--- src/hw/rtl/assert_macros.svh ---
// assertion macros for the rtl files, included by the controller
`ifndef ASSERT_MACROS_SVH
`define ASSERT_MACROS_SVH
`ifndef NO_ASSERTIONS
// property must hold at every clock edge outside reset
`define ASSERT_AT(lbl, clk, rst, prop) \
  lbl: assert property (@(posedge clk) disable iff (rst) prop) else $error("assertion failed");
// expression must never be true outside reset
`define ASSERT_NEVER(lbl, clk, rst, expr) \
  lbl: assert property (@(posedge clk) disable iff (rst) !(expr)) else $error("assertion failed");
`else
`define ASSERT_AT(lbl, clk, rst, prop)
`define ASSERT_NEVER(lbl, clk, rst, expr)
`endif
`endif

--- src/hw/rtl/pcg32_pkg.sv ---
// types, constants and codes for the permuted lcg random generator
`timescale 1ns / 1ps
package pcg32_pkg;

  localparam int STATE_W     = 64;
  localparam int WORD_W      = 32;
  localparam int DIV_CNT_W   = 5;
  localparam int CFG_IDX_W   = 1;
  localparam int CFG_DATA_W  = 64;

  localparam logic [STATE_W-1:0] LCG_MULT = 64'd6364136223846793005;
  localparam logic [WORD_W-1:0]  MULT_LO  = LCG_MULT[31:0];
  localparam logic [WORD_W-1:0]  MULT_HI  = LCG_MULT[63:32];

  // configuration register indexes
  localparam logic [CFG_IDX_W-1:0] REG_SEED_STATE    = 1'b0;
  localparam logic [CFG_IDX_W-1:0] REG_STREAM_SELECT = 1'b1;

  typedef enum logic [1:0] {
    OP_SEED    = 2'd0,
    OP_RAW     = 2'd1,
    OP_BOUNDED = 2'd2,
    OP_NOP     = 2'd3
  } opcode_t;

  typedef enum logic [3:0] {
    DP_NOP,
    DP_SEED_LOAD,
    DP_DRAW_LOAD,
    DP_MUL0,
    DP_MUL1,
    DP_MUL2,
    DP_MUL3,
    DP_STATE_UPD,
    DP_DIV_INIT_THR,
    DP_DIV_INIT_RAW,
    DP_DIV_STEP,
    DP_THR_SAVE,
    DP_RES_ZERO,
    DP_RES_RAW,
    DP_RES_REM
  } dp_cmd_t;

  typedef enum logic [3:0] {
    ST_IDLE,
    ST_DISPATCH,
    ST_DRAW,
    ST_MUL0,
    ST_MUL1,
    ST_MUL2,
    ST_MUL3,
    ST_UPD,
    ST_CHECK,
    ST_THR_DIV,
    ST_THR_SAVE,
    ST_RES_DIV,
    ST_FINISH
  } state_t;

  typedef struct packed {
    dp_cmd_t cmd;
    logic    capture;
  } ctrl_t;

  typedef struct packed {
    logic bound_zero;
    logic div_last;
    logic draw_ok;
  } status_t;

endpackage

--- src/hw/rtl/permuted_lcg_random_32_unit.sv ---
// Top level of the 32-bit permuted lcg random generator (64-bit state).
// Seed: dispatch, multiply, state update, finish; a raw draw adds a draw load first.
// Bounded: threshold remainder, draws until accepted, result remainder; 32 steps each.
// One transaction at a time; the next is accepted the cycle after the result is loaded,
// even while it waits in the output register. Synchronous reset clears state to 0,
// increment to 1, seed and stream registers to 0.
`timescale 1ns / 1ps
module permuted_lcg_random_32_unit (
  input  logic                                clk,
  input  logic                                rst,
  input  logic                                in_valid,
  output logic                                in_stall,
  input  logic [1:0]                          opcode,
  input  logic [pcg32_pkg::WORD_W-1:0]        bound,
  output logic                                out_valid,
  input  logic                                out_stall,
  output logic [pcg32_pkg::WORD_W-1:0]        value,
  input  logic                                cfg_write,
  input  logic [pcg32_pkg::CFG_IDX_W-1:0]     cfg_index,
  input  logic [pcg32_pkg::CFG_DATA_W-1:0]    cfg_data
);

  pcg32_pkg::ctrl_t   ctrl;
  pcg32_pkg::status_t status;

  // sequencer
  pcg32_ctrl u_ctrl (
    .clk       (clk),
    .rst       (rst),
    .in_valid  (in_valid),
    .in_stall  (in_stall),
    .opcode    (opcode),
    .out_valid (out_valid),
    .out_stall (out_stall),
    .ctrl      (ctrl),
    .status    (status)
  );

  // arithmetic and storage
  pcg32_dp u_dp (
    .clk       (clk),
    .rst       (rst),
    .ctrl      (ctrl),
    .status    (status),
    .bound     (bound),
    .cfg_write (cfg_write),
    .cfg_index (cfg_index),
    .cfg_data  (cfg_data),
    .value     (value)
  );

endmodule

--- src/hw/rtl/pcg32_dp.sv ---
// datapath: state, increment, shared multiplier, remainder unit, result register
`timescale 1ns / 1ps
module pcg32_dp (
  input  logic                                    clk,
  input  logic                                    rst,
  input  pcg32_pkg::ctrl_t                        ctrl,
  output pcg32_pkg::status_t                      status,
  input  logic [pcg32_pkg::WORD_W-1:0]            bound,
  input  logic                                    cfg_write,
  input  logic [pcg32_pkg::CFG_IDX_W-1:0]         cfg_index,
  input  logic [pcg32_pkg::CFG_DATA_W-1:0]        cfg_data,
  output logic [pcg32_pkg::WORD_W-1:0]            value
);

  logic [pcg32_pkg::STATE_W-1:0]   seed_state;
  logic [pcg32_pkg::STATE_W-1:0]   stream_select;
  logic [pcg32_pkg::STATE_W-1:0]   lcg_state;
  logic [pcg32_pkg::STATE_W-1:0]   lcg_increment;
  logic [pcg32_pkg::STATE_W-1:0]   mop;
  logic [pcg32_pkg::STATE_W-1:0]   prod;
  logic [pcg32_pkg::STATE_W-1:0]   acc;
  logic [pcg32_pkg::WORD_W-1:0]    bound_r;
  logic [pcg32_pkg::WORD_W-1:0]    raw;
  logic [pcg32_pkg::WORD_W-1:0]    thresh;
  logic [pcg32_pkg::WORD_W-1:0]    dvd;
  logic [pcg32_pkg::WORD_W-1:0]    rem;
  logic [pcg32_pkg::DIV_CNT_W-1:0] cnt;

  logic [pcg32_pkg::WORD_W-1:0]    mul_a;
  logic [pcg32_pkg::WORD_W-1:0]    mul_b;
  logic [pcg32_pkg::STATE_W-1:0]   inc_new;
  logic [pcg32_pkg::WORD_W-1:0]    xsh;
  logic [2*pcg32_pkg::WORD_W-1:0]  xsh2;
  logic [pcg32_pkg::WORD_W-1:0]    perm;
  logic [pcg32_pkg::WORD_W:0]      trial;
  logic [pcg32_pkg::WORD_W:0]      diff;

  // configuration registers
  always_ff @(posedge clk) begin
    if (rst) begin
      seed_state    <= '0;
      stream_select <= '0;
    end else if (cfg_write) begin
      unique case (cfg_index)
        pcg32_pkg::REG_SEED_STATE:    seed_state    <= cfg_data;
        pcg32_pkg::REG_STREAM_SELECT: stream_select <= cfg_data;
        default: ;
      endcase
    end
  end

  // increment from stream number
  assign inc_new = {stream_select[pcg32_pkg::STATE_W-2:0], 1'b1};

  // xorshift of the high bits, then rotate by the top five bits
  always_comb begin
    xsh  = lcg_state[58:27] ^ {13'b0, lcg_state[63:45]};
  end
  assign xsh2 = {xsh, xsh} >> lcg_state[63:59];
  assign perm = xsh2[pcg32_pkg::WORD_W-1:0];

  // shared 32x32 multiplier operand select
  always_comb begin
    mul_a = mop[31:0];
    mul_b = pcg32_pkg::MULT_LO;
    unique case (ctrl.cmd)
      pcg32_pkg::DP_MUL1: mul_a = mop[63:32];
      pcg32_pkg::DP_MUL2: mul_b = pcg32_pkg::MULT_HI;
      default: ;
    endcase
  end

  // one restoring remainder step
  assign trial = {rem, dvd[pcg32_pkg::WORD_W-1]};
  assign diff  = trial - {1'b0, bound_r};

  // state and increment, reset to zero and one
  always_ff @(posedge clk) begin
    if (rst) begin
      lcg_state     <= '0;
      lcg_increment <= pcg32_pkg::STATE_W'(1);
    end else begin
      unique case (ctrl.cmd)
        pcg32_pkg::DP_SEED_LOAD: lcg_increment <= inc_new;
        pcg32_pkg::DP_STATE_UPD: lcg_state     <= acc + lcg_increment;
        default: ;
      endcase
    end
  end

  // working registers
  always_ff @(posedge clk) begin
    if (ctrl.capture) begin
      bound_r <= bound;
    end
    unique case (ctrl.cmd)
      pcg32_pkg::DP_SEED_LOAD: mop <= inc_new + seed_state;
      pcg32_pkg::DP_DRAW_LOAD: begin
        mop <= lcg_state;
        raw <= perm;
      end
      pcg32_pkg::DP_MUL0: prod <= mul_a * mul_b;
      pcg32_pkg::DP_MUL1: begin
        prod <= mul_a * mul_b;
        acc  <= prod;
      end
      pcg32_pkg::DP_MUL2: begin
        prod        <= mul_a * mul_b;
        acc[63:32]  <= acc[63:32] + prod[31:0];
      end
      pcg32_pkg::DP_MUL3: acc[63:32] <= acc[63:32] + prod[31:0];
      pcg32_pkg::DP_DIV_INIT_THR: begin
        dvd <= pcg32_pkg::WORD_W'(0) - bound_r;
        rem <= '0;
        cnt <= '0;
      end
      pcg32_pkg::DP_DIV_INIT_RAW: begin
        dvd <= raw;
        rem <= '0;
        cnt <= '0;
      end
      pcg32_pkg::DP_DIV_STEP: begin
        dvd <= {dvd[pcg32_pkg::WORD_W-2:0], 1'b0};
        rem <= diff[pcg32_pkg::WORD_W] ? trial[pcg32_pkg::WORD_W-1:0]
                                       : diff[pcg32_pkg::WORD_W-1:0];
        cnt <= cnt + pcg32_pkg::DIV_CNT_W'(1);
      end
      pcg32_pkg::DP_THR_SAVE: thresh <= rem;
      pcg32_pkg::DP_RES_ZERO: value  <= '0;
      pcg32_pkg::DP_RES_RAW:  value  <= raw;
      pcg32_pkg::DP_RES_REM:  value  <= rem;
      default: ;
    endcase
  end

  // status back to the controller
  assign status.bound_zero = (bound_r == '0);
  assign status.div_last   = &cnt;
  assign status.draw_ok    = (raw >= thresh);

endmodule

--- src/hw/rtl/pcg32_ctrl.sv ---
// controller: operation sequencing and output handshake
`timescale 1ns / 1ps
`include "assert_macros.svh"
module pcg32_ctrl (
  input  logic                  clk,
  input  logic                  rst,
  input  logic                  in_valid,
  output logic                  in_stall,
  input  logic [1:0]            opcode,
  output logic                  out_valid,
  input  logic                  out_stall,
  output pcg32_pkg::ctrl_t      ctrl,
  input  pcg32_pkg::status_t    status
);

  pcg32_pkg::state_t  state;
  pcg32_pkg::state_t  state_next;
  pcg32_pkg::opcode_t op;
  pcg32_pkg::opcode_t op_next;
  logic               bnd;
  logic               bnd_next;
  logic               out_valid_next;

  // state and control registers
  always_ff @(posedge clk) begin
    if (rst) begin
      state     <= pcg32_pkg::ST_IDLE;
      op        <= pcg32_pkg::OP_NOP;
      bnd       <= 1'b0;
      out_valid <= 1'b0;
    end else begin
      state     <= state_next;
      op        <= op_next;
      bnd       <= bnd_next;
      out_valid <= out_valid_next;
    end
  end

  assign in_stall = (state != pcg32_pkg::ST_IDLE);

  // next state and commands
  always_comb begin
    state_next     = state;
    op_next        = op;
    bnd_next       = bnd;
    out_valid_next = out_valid & out_stall;
    ctrl.cmd       = pcg32_pkg::DP_NOP;
    ctrl.capture   = 1'b0;
    unique case (state)
      pcg32_pkg::ST_IDLE: begin
        if (in_valid) begin
          ctrl.capture = 1'b1;
          op_next      = pcg32_pkg::opcode_t'(opcode);
          state_next   = pcg32_pkg::ST_DISPATCH;
        end
      end
      pcg32_pkg::ST_DISPATCH: begin
        bnd_next = 1'b0;
        unique case (op)
          pcg32_pkg::OP_SEED: begin
            ctrl.cmd   = pcg32_pkg::DP_SEED_LOAD;
            state_next = pcg32_pkg::ST_MUL0;
          end
          pcg32_pkg::OP_RAW: state_next = pcg32_pkg::ST_DRAW;
          pcg32_pkg::OP_BOUNDED: begin
            if (status.bound_zero) begin
              state_next = pcg32_pkg::ST_DRAW;
            end else begin
              bnd_next   = 1'b1;
              ctrl.cmd   = pcg32_pkg::DP_DIV_INIT_THR;
              state_next = pcg32_pkg::ST_THR_DIV;
            end
          end
          default: state_next = pcg32_pkg::ST_FINISH;
        endcase
      end
      pcg32_pkg::ST_THR_DIV: begin
        ctrl.cmd = pcg32_pkg::DP_DIV_STEP;
        if (status.div_last) begin
          state_next = pcg32_pkg::ST_THR_SAVE;
        end
      end
      pcg32_pkg::ST_THR_SAVE: begin
        ctrl.cmd   = pcg32_pkg::DP_THR_SAVE;
        state_next = pcg32_pkg::ST_DRAW;
      end
      pcg32_pkg::ST_DRAW: begin
        ctrl.cmd   = pcg32_pkg::DP_DRAW_LOAD;
        state_next = pcg32_pkg::ST_MUL0;
      end
      pcg32_pkg::ST_MUL0: begin
        ctrl.cmd   = pcg32_pkg::DP_MUL0;
        state_next = pcg32_pkg::ST_MUL1;
      end
      pcg32_pkg::ST_MUL1: begin
        ctrl.cmd   = pcg32_pkg::DP_MUL1;
        state_next = pcg32_pkg::ST_MUL2;
      end
      pcg32_pkg::ST_MUL2: begin
        ctrl.cmd   = pcg32_pkg::DP_MUL2;
        state_next = pcg32_pkg::ST_MUL3;
      end
      pcg32_pkg::ST_MUL3: begin
        ctrl.cmd   = pcg32_pkg::DP_MUL3;
        state_next = pcg32_pkg::ST_UPD;
      end
      pcg32_pkg::ST_UPD: begin
        ctrl.cmd   = pcg32_pkg::DP_STATE_UPD;
        state_next = bnd ? pcg32_pkg::ST_CHECK : pcg32_pkg::ST_FINISH;
      end
      pcg32_pkg::ST_CHECK: begin
        // rejected draws go round again
        if (status.draw_ok) begin
          ctrl.cmd   = pcg32_pkg::DP_DIV_INIT_RAW;
          state_next = pcg32_pkg::ST_RES_DIV;
        end else begin
          state_next = pcg32_pkg::ST_DRAW;
        end
      end
      pcg32_pkg::ST_RES_DIV: begin
        ctrl.cmd = pcg32_pkg::DP_DIV_STEP;
        if (status.div_last) begin
          state_next = pcg32_pkg::ST_FINISH;
        end
      end
      pcg32_pkg::ST_FINISH: begin
        // load the output register once it is free or being taken
        if (!out_valid || !out_stall) begin
          if (op == pcg32_pkg::OP_SEED || op == pcg32_pkg::OP_NOP) begin
            ctrl.cmd = pcg32_pkg::DP_RES_ZERO;
          end else if (bnd) begin
            ctrl.cmd = pcg32_pkg::DP_RES_REM;
          end else begin
            ctrl.cmd = pcg32_pkg::DP_RES_RAW;
          end
          out_valid_next = 1'b1;
          state_next     = pcg32_pkg::ST_IDLE;
        end
      end
      default: state_next = pcg32_pkg::ST_IDLE;
    endcase
  end

  `ASSERT_AT(a_out_from_finish, clk, rst, $rose(out_valid) |-> $past(state == pcg32_pkg::ST_FINISH))
  `ASSERT_AT(a_accept_dispatch, clk, rst, (in_valid && !in_stall) |=> (state == pcg32_pkg::ST_DISPATCH))
  `ASSERT_NEVER(a_no_div_zero, clk, rst, (state == pcg32_pkg::ST_THR_DIV) && status.bound_zero)

endmodule

--- config.mk ---
export PLATFORM = sky130hd
export DESIGN_NAME = permuted_lcg_random_32_unit
export DESIGN_NICKNAME = d
export VERILOG_FILES = /design/src/hw/rtl/pcg32_pkg.sv /design/src/hw/rtl/permuted_lcg_random_32_unit.sv /design/src/hw/rtl/pcg32_dp.sv /design/src/hw/rtl/pcg32_ctrl.sv
export VERILOG_INCLUDE_DIRS = /design/src /design/src/hw/rtl
export SDC_FILE = /design/constraint.sdc
export NUM_CORES = 2
export LEC_CHECK = 0
export ABC_CLOCK_PERIOD_IN_PS = 21100
export BUFFER_PORTS_ARGS = -buffer_cell sky130_fd_sc_hd__buf_2
export CAP_MARGIN = 10
export CORE_MARGIN = 5
export CORE_UTILIZATION = 25
export DETAILED_ROUTE_END_ITERATION = 10
export PLACE_DENSITY_LB_ADDON = 0.25
export SLEW_MARGIN = 25
export SYNTH_ARGS = -nofsm -noshare
export SYNTH_HDL_FRONTEND = slang
export SYNTH_SLANG_ARGS = --single-unit
--- constraint.sdc ---
create_clock -name clk -period 21.1 [get_ports clk]
set_clock_uncertainty 0.05 [all_clocks]
set_input_delay 4.22 -clock clk [delete_from_list [all_inputs] [get_ports clk]]
set_output_delay 4.22 -clock clk [all_outputs]
set_load 0.05 [all_outputs]
# --- Yosys cells after proc, flatten, opt, wreduce, memory -nomap -nowiden ---
# Cells that the tools add are included.
totals:
  rom_bits: 0
  ramBits: 0
  output_inout_bits: 34
  mem_count: 0
  latchBits: 0
  reg_bits: 651
  inputBits: 104
classes:
  n_addsub: 6
  n_div: 0
  muxes: 31
  n_shift: 1
  multipliers: 1
  bitwise: 3
  order_cmp: 1
  eq_ne: 33
  n_reduce_logical: 22
op_table:
  columns: ["op", "count"]
  rows:
  - ["32-bit case mux with 3 select lines", 2]
  - ["64-bit adder", 2]
  - ["32-bit case mux with 2 select lines", 2]
  - ["64-bit case mux with 2 select lines", 1]
  - ["32-bit 2-to-1 mux", 2]
  - ["64-bit by 5-bit >> shifter with 32-bit output", 1]
  - ["32-bit by 31-bit multiplier with 63-bit output", 1]
  - ["4-bit case mux with 13 select lines", 1]
  - ["4-bit equality test (second input constant)", 12]
  - ["4-bit case mux with 11 select lines", 1]
  - ["4-bit 2-to-1 mux", 10]
  - ["33-bit by 32-bit subtractor with 33-bit output", 1]
  - ["32-bit adder", 1]
  - ["4-bit by 3-bit equality test with 1-bit output (second input constant)", 8]
  - ["32-bit greater-or-equal comparator", 1]
  - ["32-bit logical NOT", 1]
  - ["1-bit by 32-bit subtractor with 32-bit output (first input constant)", 1]
  - ["32-bit by 19-bit bitwise XOR with 32-bit output", 1]
  - ["29-bit 2-to-1 mux", 1]
  - ["4-bit by 2-bit equality test with 1-bit output (second input constant)", 4]
  - ["4-bit case mux with 3 select lines", 1]
  - ["5-bit case mux with 2 select lines", 1]
  - ["4-bit by 1-bit equality test with 1-bit output (second input constant)", 2]
  - ["4-bit case mux with 2 select lines", 1]
  - ["22 further kinds", 39]

# --- Depth between registers and ports, before layout ---
depth:
  depth_word: 8
  ltp_mapped: 38
  depth_no_buf: 35

# --- By module ---
# From an unflattened synthesis, not the netlist that was laid out.
hier_totals:
  cells_unflattened: 6533
  hier_area_um2: 60181.5
modules_own_cells:
  columns: ["mod", "cells_per_inst", "instances", "seq_area_each_um2", "area_each_um2"]
  rows:
  - ["pcg32_dp", 6451, 1, 16766.1, 59539.6]
  - ["pcg32_ctrl", 82, 1, 160.2, 641.9]

# --- Worst setup path before layout ---
# No wires, ideal clock.
synth_timing:
  kind: "flip-flop to flip-flop"
  startpoint: "reg u_ctrl.state[2]"
  endpoint: "reg u_dp.prod[59] (netlist name), data pin"
  arrival_time_ps: 9783
  required_time_ps: 20789
  setup_slack_ps: 11006
  path_buffers: 5
  path_stages_with_launch: 37
  path_cell_list: "dfxtp_1 > clkbuf_1 > nor2b_1 > nand2_1 > inv_2 > clkbuf_1 > buf_1 > buf_2 > nand2_1 > nand2_1 > inv_1 > nor2_1 > fa_1 > fa_1 > inv_1 > fa_1 > fa_1 > inv_1 > fa_1 > fa_1 > fa_1 > inv_1 > fa_1 > inv_1 > ha_1 > clkbuf_1 > a21o_1 > a21o_1 > a21oi_1 > o22ai_1 > a31o_2 > o21ai_1 > o31a_1 > o21ai_0 > a21oi_1 > nor3_1 > a311o_1"
synth_between:
  elab_chain_cells: 6
  word_cells_on_any_way: 19
synth_rtl:
  columns: ["item", "line_no", "source"]
  rows:
  - ["start, declared", "pcg32_ctrl.sv:16", "pcg32_pkg::state_t state;"]
  - ["start signal, assigned", "pcg32_ctrl.sv:27", "state <= pcg32_pkg::ST_IDLE;"]
  - ["start signal, assigned", "pcg32_ctrl.sv:32", "state <= state_next;"]
  - ["4-bit equality test", "pcg32_ctrl.sv:49", "unique case (state)"]
  - ["2-bit OR reduction (no source line)", null, null]
  - ["4-bit case mux with 11 select lines *", "pcg32_ctrl.sv:49", null]
  - ["4-bit by 3-bit equality test with 1-bit output", "pcg32_dp.sv:66, pcg32_dp.sv:96", null]
  - ["32-bit 2-to-1 mux / 29-bit 2-to-1 mux (equally long branches)", "pcg32_dp.sv:66", "unique case (ctrl.cmd)"]
  - ["32-bit by 31-bit multiplier with 63-bit output *", "pcg32_dp.sv:102, pcg32_dp.sv:104, pcg32_dp.sv:108", null]
  - ["end signal, assigned", "pcg32_dp.sv:102", "pcg32_pkg::DP_MUL0: prod <= mul_a * mul_b;"]
  - ["end signal, assigned", "pcg32_dp.sv:104", "prod <= mul_a * mul_b;"]
  - ["end signal, assigned", "pcg32_dp.sv:108", "prod <= mul_a * mul_b;"]
  - ["end, declared", "pcg32_dp.sv:20", "logic [pcg32_pkg::STATE_W-1:0] prod;"]
# Every way passes the cells marked *; elsewhere a longest branch is shown, timed or not.
# A chain may end at the register's enable or synchronous reset.

# --- Worst setup path in the final report ---
layout_timing:
  startpoint: "reg u_ctrl.state[2]"
  endpoint: "reg u_dp.prod[62] (netlist name), data pin"
# Same word-level chain as after synthesis.

==> impl_metrics.env <==
export IMPL_outcome="completed"
export IMPL_critical_path_arrival_ns=11.82
export IMPL_worstMarginPinSlew_ns=1.01
export IMPL_yosysWarnings=0
export IMPL_grt_pass1_wl_um=303000
export IMPL_cts_tree="done"
export IMPL_grt_usage_pct=15.9
export IMPL_cts_resized=0
export IMPL_wl_per_cell_um=20.8
export IMPL_tns_ns=0
export IMPL_rr_endpoint="u_dp.prod[62]"
export IMPL_multi_input_area_um2=38800
export IMPL_via_per_inst=4.72
export IMPL_critPathMaxStageDelay_ns=0.77
export IMPL_reg2reg_depth=33
export IMPL_r2r_setup_slack_ns=9.67
export IMPL_startpoint="u_ctrl.state[2]"
export IMPL_num_fill_cells=25400
export IMPL_cap_violations=0
export IMPL_drt_pass1_iterations=6
export IMPL_ys_ff_latch=650
export IMPL_avgSynthCellArea_um2=9.27
export IMPL_die_w_um=499
export IMPL_coreArea_um2=238000
export IMPL_drt_wl_total_um=204000
export IMPL_grt_pass1_vias=46500
export IMPL_fmax_mhz=87.5
export IMPL_numPortBuffers=137
export IMPL_ys_flop_type="edfxtp_1"
export IMPL_worst_slack_ns=9.67
export IMPL_clock_tree_buffer_depth=3
export IMPL_hold_buffers=0
export IMPL_critPathRequiredTime_ns=21.50
export IMPL_drc=0
export IMPL_slew_violations=0
export IMPL_syn_instance_count=6454
export IMPL_fin_area_um2=66900
export IMPL_max_slew_margin_rel_pct=32.4
export IMPL_rsz0062_at_grt="no"
export IMPL_drive_gt1_share_pct=6.39
export IMPL_cp_endpoint="u_dp.prod[62]"
export IMPL_end_kind="register"
export IMPL_ant_nets=0
export IMPL_critical_path_class="register to register"
export IMPL_cts_setup_buffers=0
export IMPL_finalHoldViolCount=0
export IMPL_num_rows=179
export IMPL_synth_cell_type_count=98
export IMPL_clock_sinks=650
export IMPL_grt_ovfl_total=0
export IMPL_h_tree_depth=3
export IMPL_cts_root_buf="clkbuf_16"
export IMPL_worst_path_max_delay_cell="dfxtp_1"
export IMPL_hpwl_um=164000
export IMPL_area_growth_pct=11.9
export IMPL_vias=46100
export IMPL_clk_pin_slew_ns=0.06
export IMPL_grt_max_degree=117
export IMPL_placed_area_um2=64300
export IMPL_seq_area_frac_synth_pct=28.2
export IMPL_start_util_pct=25.1
export IMPL_fp_dieArea_um2=249000
export IMPL_min_path_type="register to register"
export IMPL_period_needed_ns=11.43
export IMPL_timing_final_setup_violations=0
export IMPL_clkLatencyLatePin_ns=0.71
export IMPL_final_net_count=7815
export IMPL_async_flop_share_pct=0
export IMPL_gp_congestion=0.895
export IMPL_io_pins=138
export IMPL_crit_path_start_kind="register"
export IMPL_path_common_cell="fa_1"
export IMPL_r2r_start="u_ctrl.state[2]"
export IMPL_cts_buffers=76
export IMPL_cp_max_fo=65
export IMPL_post_place_ws_ns=9.71
export IMPL_seqCellArea_um2=16900
export IMPL_antenna_found_initial=33
export IMPL_fp_dieH_um=499
export IMPL_synth_edff_count=388
export IMPL_syn_area_um2=59800
export IMPL_post_route_period_util_pct=54.2
export IMPL_drt_iter0_drc=3227
-- metrics by stage --
stage / util (%) / instances / hold slack [ns]
3_5_place_dp: 27.0 / 9617 / 0.395
2_1_floorplan: - / 6483 / 0.381
6_report: 28.1 / 9768 / 0.398
3_3_place_gp: 27.0 / 9617 / 0.389
4_1_cts: 28.1 / 9757 / 0.402
5_1_grt: 28.1 / 9759 / 0.416
-- logic make-up (layout without fill, tap and decap cells) --
logic type      after synthesis  after routing  share of synthesized area (%)
fa+ha+maj                  1183           1183                           31.5
other cells                   2             42                         0.0126
compound gates             1361           1361                           13.9
simple gates               1700           1700                           12.5
flops                       650            650                           28.2
buf+inv                    1129           1236                           7.20
xor+xnor                    278            278                           4.07
mux                         151            151                           2.64
-- layer usage --
layer / vias to the layer above / track usage, % / share of wire, %
met5: - / 0 / 0.016
met4: 6 / 4.86 / 3.3
met3: 243 / 1.74 / 4.6
met2: 1092 / 26.6 / 47
met1: 22800 / 21.7 / 45
li1: 21900 / - / -
-- critical path: cells and delay by family, from the launching register on --
| kind | cells | cell delay (ns) |
|---|---|---|
| flops | 1 | 0.77 |
| fa+ha+maj | 9 | 3.98 |
| simple gates | 12 | 2.96 |
| buf+inv | 6 | 1.86 |
| compound gates | 6 | 1.48 |
-- worst min-delay path by stage --
stage | from | to | slack, ns | cells after the start
global route | u_dp.lcg_state[4] | u_dp.lcg_state[4] | 0.42 | 2
floorplan | u_dp.prod[0] | u_dp.acc[0] | 0.38 | 0
detailed placement | u_dp.lcg_state[12] | u_dp.lcg_state[12] | 0.39 | 2
finish | u_dp.lcg_state[12] | u_dp.lcg_state[12] | 0.40 | 2
CTS | u_dp.lcg_state[12] | u_dp.lcg_state[12] | 0.40 | 2
global placement | u_dp.lcg_state[12] | u_dp.lcg_state[12] | 0.39 | 2
-- state kept, by name, indices dropped and copies added, names as in the netlist, 4 cells and up --
signal,count
u_dp.acc,64
u_dp.lcg_state,64
u_dp.mop,64
u_dp.seed_state,64
u_dp.lcg_increment,63
u_dp.prod,63
u_dp.stream_select,63
u_dp.bound_r,32
u_dp.dvd,32
u_dp.raw,32
u_dp.rem,32
u_dp.thresh,32
u_dp.value,32
u_dp.cnt,5
u_ctrl.state,4
-- final cells by class --
cell class                      instances  area share, %
Timing Repair Buffer                  212           1.88
Tap cell                             3167           5.92
Inverter                              884           4.96
Clock buffer                           97           3.19
Antenna cell                           11         0.0411
Sequential cell                       650           25.2
Clock inverter                         43          0.714
Multi-Input combinational cell       4704           58.0
-- placed cells by master, fill, tap and decap left out, drive strengths merged, types with 55 or more instances in the layout --
cell type,n
nor3,57
o21ai,272
a21oi,600
a211oi,55
mux2i,134
nand2,863
inv,886
fa,538
clkbuf,97
and3,75
ha,645
buf,212
dfxtp,262
nor2,393
xnor2,184
a21o,128
edfxtp,388
xor2,94
nand3,82
-- synthesized netlist by cell type, drive strengths merged (36+ instances only) --
cell type,instances,area [um2]
dfxtp,262,5250
mux2i,134,1340
nor2,393,1480
a31oi,38,238
o21ai,272,1360
nand3,82,428
a21o,128,961
fa,538,10800
nor3,57,297
xor2,94,823
a221o,36,360
nor2b,46,288
edfxtp,388,11700
clkbuf,204,766
o21bai,44,330
nand2,863,3240
a21oi,600,3020
xnor2,184,1610
inv,881,3310
a211oi,55,418
nand2b,47,302
buf,41,223
nand4,52,325
and3,75,469
ha,645,8070
Power is left out: the tool's default activity adds up to more than one toggle a clock period on the data nets, which glitch-free logic cannot reach.
